$ cat src/rtl/dpp_pkg.sv
// ----------------------------------------------------------------------------
// dpp_pkg
// Shared types and constants for the depth pixel to point pipeline.
// ----------------------------------------------------------------------------
package dpp_pkg;

  localparam int GRID_STEP      = 1;
  localparam int INVALID_SAMPLE = 0;
  localparam int COORD_BITS     = 12;

  localparam logic [11:0] COORD_MASK = 12'((33'd1 << COORD_BITS) - 33'd1);
  // ceil(2^32 / stride): exact quotient for coordinates below 2^16
  localparam logic [32:0] STRIDE_RECIP =
    33'(((64'd1 << 32) + 64'(GRID_STEP) - 64'd1) / 64'(GRID_STEP));

  localparam int SQRT_STEPS = 32;
  localparam int DIV_STEPS  = 32;

  localparam int CFG_INDEX_BITS = 3;
  localparam int CFG_DATA_BITS  = 32;

  typedef enum logic [CFG_INDEX_BITS-1:0] {
    REG_INV_FOCAL_X    = 3'd0,
    REG_INV_FOCAL_Y    = 3'd1,
    REG_CENTER_X       = 3'd2,
    REG_CENTER_Y       = 3'd3,
    REG_DEPTH_SCALE    = 3'd4,
    REG_MIN_RANGE      = 3'd5,
    REG_MAX_RANGE      = 3'd6,
    REG_RAY_RANGE_MODE = 3'd7
  } cfg_reg_t;

  localparam logic [31:0] RST_INV_FOCAL_X = 32'd27962;
  localparam logic [31:0] RST_INV_FOCAL_Y = 32'd27962;
  localparam logic [15:0] RST_CENTER_X    = 16'd5120;
  localparam logic [15:0] RST_CENTER_Y    = 16'd3840;
  localparam logic [31:0] RST_DEPTH_SCALE = 32'd4294967;
  localparam logic [31:0] RST_MIN_RANGE   = 32'd0;
  localparam logic [31:0] RST_MAX_RANGE   = 32'd655360;

  typedef struct packed {
    logic [11:0] column;
    logic [11:0] row;
    logic [15:0] depth_sample;
  } pixel_t;

  typedef struct packed {
    logic signed [31:0] point_x;
    logic signed [31:0] point_y;
    logic signed [31:0] point_z;
    logic [7:0]         red;
    logic [7:0]         green;
    logic [7:0]         blue;
  } point_t;

endpackage

$ cat src/rtl/dpp_sqrt.sv
// ----------------------------------------------------------------------------
// dpp_sqrt
// Pipelined 64-bit integer square root, one result bit per stage.
// ----------------------------------------------------------------------------
module dpp_sqrt (
  input  logic        clk,
  input  logic        en,
  input  logic [63:0] rad,
  output logic [31:0] root
);
  import dpp_pkg::*;

  logic [63:0] x   [SQRT_STEPS];
  logic [63:0] res [SQRT_STEPS];

  for (genvar k = 0; k < SQRT_STEPS; k++) begin : g_step
    localparam logic [63:0] BIT = 64'd1 << (2 * (SQRT_STEPS - 1 - k));
    logic [63:0] x_in;
    logic [63:0] res_in;
    logic [63:0] trial;
    logic        ge;

    if (k == 0) begin : g_first
      assign x_in   = rad;
      assign res_in = '0;
    end else begin : g_next
      assign x_in   = x[k-1];
      assign res_in = res[k-1];
    end

    assign trial = res_in + BIT;
    assign ge    = x_in >= trial;

    always_ff @(posedge clk) begin
      if (en) begin
        x[k]   <= ge ? x_in - trial : x_in;
        res[k] <= ge ? (res_in >> 1) + BIT : res_in >> 1;
      end
    end
  end

  assign root = res[SQRT_STEPS-1][31:0];

endmodule

$ cat config.mk
export PLATFORM = sky130hd
export DESIGN_NAME = dpp_sqrt
export DESIGN_NICKNAME = d
export VERILOG_FILES = /design/src/rtl/dpp_pkg.sv /design/src/rtl/dpp_sqrt.sv
export SDC_FILE = /design/constraint.sdc
export NUM_CORES = 2
export LEC_CHECK = 0
export BUFFER_PORTS_ARGS = -buffer_cell sky130_fd_sc_hd__buf_2
export CAP_MARGIN = 25
export CORE_UTILIZATION = 50
export CTS_BUF_LIST = sky130_fd_sc_hd__clkbuf_4
export CTS_CLUSTER_SIZE = 40
export DETAILED_ROUTE_END_ITERATION = 8
export GPL_ROUTABILITY_DRIVEN = 0
export GPL_TIMING_DRIVEN = 0
export PLACE_DENSITY = 0.64
export SLEW_MARGIN = 15
export SYNTH_ARGS = -nofsm -noshare
export SYNTH_HDL_FRONTEND = slang
export SYNTH_SLANG_ARGS = --single-unit
$ cat constraint.sdc
create_clock -name clk -period 4.94 [get_ports clk]
set_clock_uncertainty 0.15 [all_clocks]
set_input_delay 0.494 -clock clk [delete_from_list [all_inputs] [get_ports clk]]
set_output_delay 0.494 -clock clk [all_outputs]
set_load 0.03 [all_outputs]
==> results.md <==
- Status: complete, but fails checks
- Violated checks: design-rule violations
- Hold Crit Depth: 3
- GR Util All Layers: 23.73%
- FF-to-FF Start: res[12][27]
- Fmax: 208.7 MHz
- Commonest non-fill, non-tap cell in the layout: edfxtp_1
- Clock slew at reported path FFs: 0.07 ns
- Via density: 5.693
- Period Utilization, post-route: 96.98%
- Slew @ Worst Pin: 1.111 ns
- Yosys cell types: 99
- WP data arrival: 5.70 ns
- Crit-path most repeated cell: clkbuf_1
- H-tree levels: 6
- Antenna violations before repair: 6
- Final hold violation count: 0
- Post-synthesis sequential area ratio: 63.10%
- Core ar.: 237900 um^2
- Post-synth EDFFs: 2512
- Critical path type: reg2reg
- Worst Path Buf+Inv: 4
- Max_cap viols: 0
- DR vias: 79510
- Fillcell total: 19590
- Post-synthesis net count: 10030
- Total congestion overflow: 0
- Setup_tns: 0 ns
- CP Data Required Time: 5.85 ns
- Placed cell count: 12680
- Total power: 59.56 mW
- Critical path's largest stage delay: 0.63 ns
- Top Family by Delay on Critical Path: compound AO/OA/AOI/OAI gates
- Die Area: 241100 um^2
- Fin cells: 13970
- Routed WL per cell: 20.86 um
- Synth warn: 0
- Synthesized area: 119600 um^2
- Type of the most critical hold path: in2reg
- Max rail drop VDD: 0.2430 mV
- Reg2reg setup slack: 0.15 ns
- Unrepaired setup endpoints after global routing: no
- # DRC: 24
- Mean Syn Cell Area: 12.72 um^2
- Final worst path period need: 4.791 ns
- Number of DRC markers in iteration 0: 7573
- Synthesized netlist cell count: 9402
- Initial Util: 50.26%
- Slew headroom: 25.25%
- Max-slew violation count: 0
- Reg2reg path depth: 11
- Final setup violation count: 0
- Main synth FF type: edfxtp_1
- Share of the synthesized area in the top cell type: 63.10%
- Vias in the first global route: 78190
- Num CTS Buffers: 666
- CP max FO: 10
- Area leader, netlist: edfxtp_1
- CTS Sinks: 2512
- Setup Buffers After CTS: 0
- Die X: 491.0 um
- Reg2reg end: x[25][21]
- Clock latency on the worst-skew pair: 1.48 ns
- Layout cells sized above 1: 12.15%
- Top Ports: 98
- CP startpoint kind: flip-flop
- Area Growth Syn to Fin: 12.15%
- Cell Pwr Density: 444.2 nW/um^2
- CTS max path bufs: 4
- Largest net degree at the start of global routing: 168
- Placed wire-length estimate: 212.9 mm
- Final wirelength: 291.3 mm
- CP cell instances: inv_1 -> ha_1 -> clkbuf_1 -> nand4_1 -> nor3_1 -> o311ai_0 -> a31oi_1 -> a211o_1 -> buf_1 -> clkbuf_1 -> a21oi_1
- Most frequent cells in the layout: 2512 x edfxtp_1, 904 x clkbuf_4, 688 x inv_1
- Flops & latches, synth: 2512
- Critical Path Sink Type: flip-flop
- Leak Pwr: 51.31 nW
- Hold_ws: 0.1731 ns
- Min-Delay Startpoint: rad[47]
- Hold Path Sink: x[0][47]
- Die Y: 491.0 um
- Port bufs: 97
- Crit-path slowest cell: a31oi_1
- Main area contributors after synthesis: edfxtp_1 63%, ha_1 5.8%, xnor2_1 3.4%
- TritonRoute pass-1 iters: 8
- Fin nets: 10960
- Antenna Nets Post-Route: 0
- Clock root cell: clkbuf_4
- Synth async-reset ratio: 0%
- First-pass GRT wire length: 444.0 mm
- TritonCTS clock tree: done
- Rows: 179
==> worst max-delay path by stage <==
stage | slack [ns] | cells after the start | start | end
2_1_floorplan | 1.40 | 10 | x[16][30] | x[17][56]
3_3_place_gp | -35.79 | 1 | en | x[29][49]
3_5_place_dp | 0.30 | 11 | x[25][35] | x[26][31]
4_1_cts | 0.23 | 11 | x[25][35] | x[26][31]
5_1_grt | 0.006 | 12 | x[28][6] | x[29][27]
6_report | 0.15 | 11 | res[12][27] | x[25][21]
==> cell usage after synthesis (121+ instances only) <==
| cell type | number |
|---|---|
| edfxtp_1 | 2512 |
| inv_1 | 688 |
| nor2_1 | 636 |
| a21oi_1 | 627 |
| ha_1 | 558 |
| nand2_1 | 558 |
| xnor2_1 | 468 |
| xor2_1 | 398 |
| o21ai_0 | 367 |
| nor4_1 | 332 |
| nor3_1 | 260 |
| a21o_1 | 232 |
| nand4_1 | 159 |
| nand3_1 | 135 |
| clkbuf_1 | 121 |
==> area by class of cell <==
cell class,count,area [um^2],area share (%)
Clock inverter,217,1244,0.9276
Buffer,180,732.0,0.5459
Tap cell,3167,3963,2.955
Timing Repair Buffer,265,2457,1.833
Antenna cell,11,27.53,0.02053
Clock buffer,903,6779,5.056
Multi-Input combinational cell,6017,40840,30.46
Sequential cell,2512,75430,56.26
Inverter,693,2603,1.941
==> state kept, by name (all words and copies together), names as in the netlist <==
name and flops:
x 1984, res 528
==> power breakdown <==
group	total, mW	switching (mW)	internal (mW)	leakage, nW
clock network	17.6	8.51	9.13	4.77
registers	29.2	2.15	27.1	24.2
logic	12.7	7.37	5.32	22.4
total	59.6	18.0	41.5	51.3
==> what timing repair did <==
| item | 4_1_cts | 5_1_grt |
|---|---|---|
| endpoints found under the setup margin | 0 | 40 |
| hold buffers | 146 | 0 |
| endpoints found under the hold margin | 622 | 0 |
| gates resized for setup | 0 | 6 |
==> per-stage QoR <==
stage	instance area (um^2)	utilization (%)	worst slack (ns)
final	134100	56.37	0.1492
after global routing	134100	56.36	0.006251
after CTS	134000	56.34	0.2257
after detailed placement	124500	52.35	0.3034
after global placement	124000	52.13	-35.79
after floorplan	119600	-	1.401
==> routing by layer <==
layer	share of wire (%)	vias up	routed length, um	GRT usage, %
met5	0	-	0	0
met1	42	38520	123800	31.81
met2	48	3026	140300	38.99
li1	-	37490	-	-
met4	2.3	0	6725	7.256
met3	7.0	478	20490	4.661
==> worst reg2reg max path: stages, from the launching register on <==
cell and delay (ns):
edfxtp_1 0.39, inv_1 0.06, ha_1 0.26, clkbuf_1 0.25
nand4_1 0.20, nor3_1 0.49, o311ai_0 0.48, a31oi_1 0.63
a211o_1 0.32, buf_1 0.62, clkbuf_1 0.51, a21oi_1 0.16
==> cells by family after synthesis <==
kind of cell | after synthesis | synth area share [%]
compound gates | 1758 | 9.117
xor+xnor | 866 | 6.344
fa+ha+maj | 558 | 5.840
buf+inv | 873 | 2.788
flops | 2512 | 63.10
mux | 110 | 1.030
simple gates | 2725 | 11.79
Note: power is estimated with default switching activity, not from simulation.
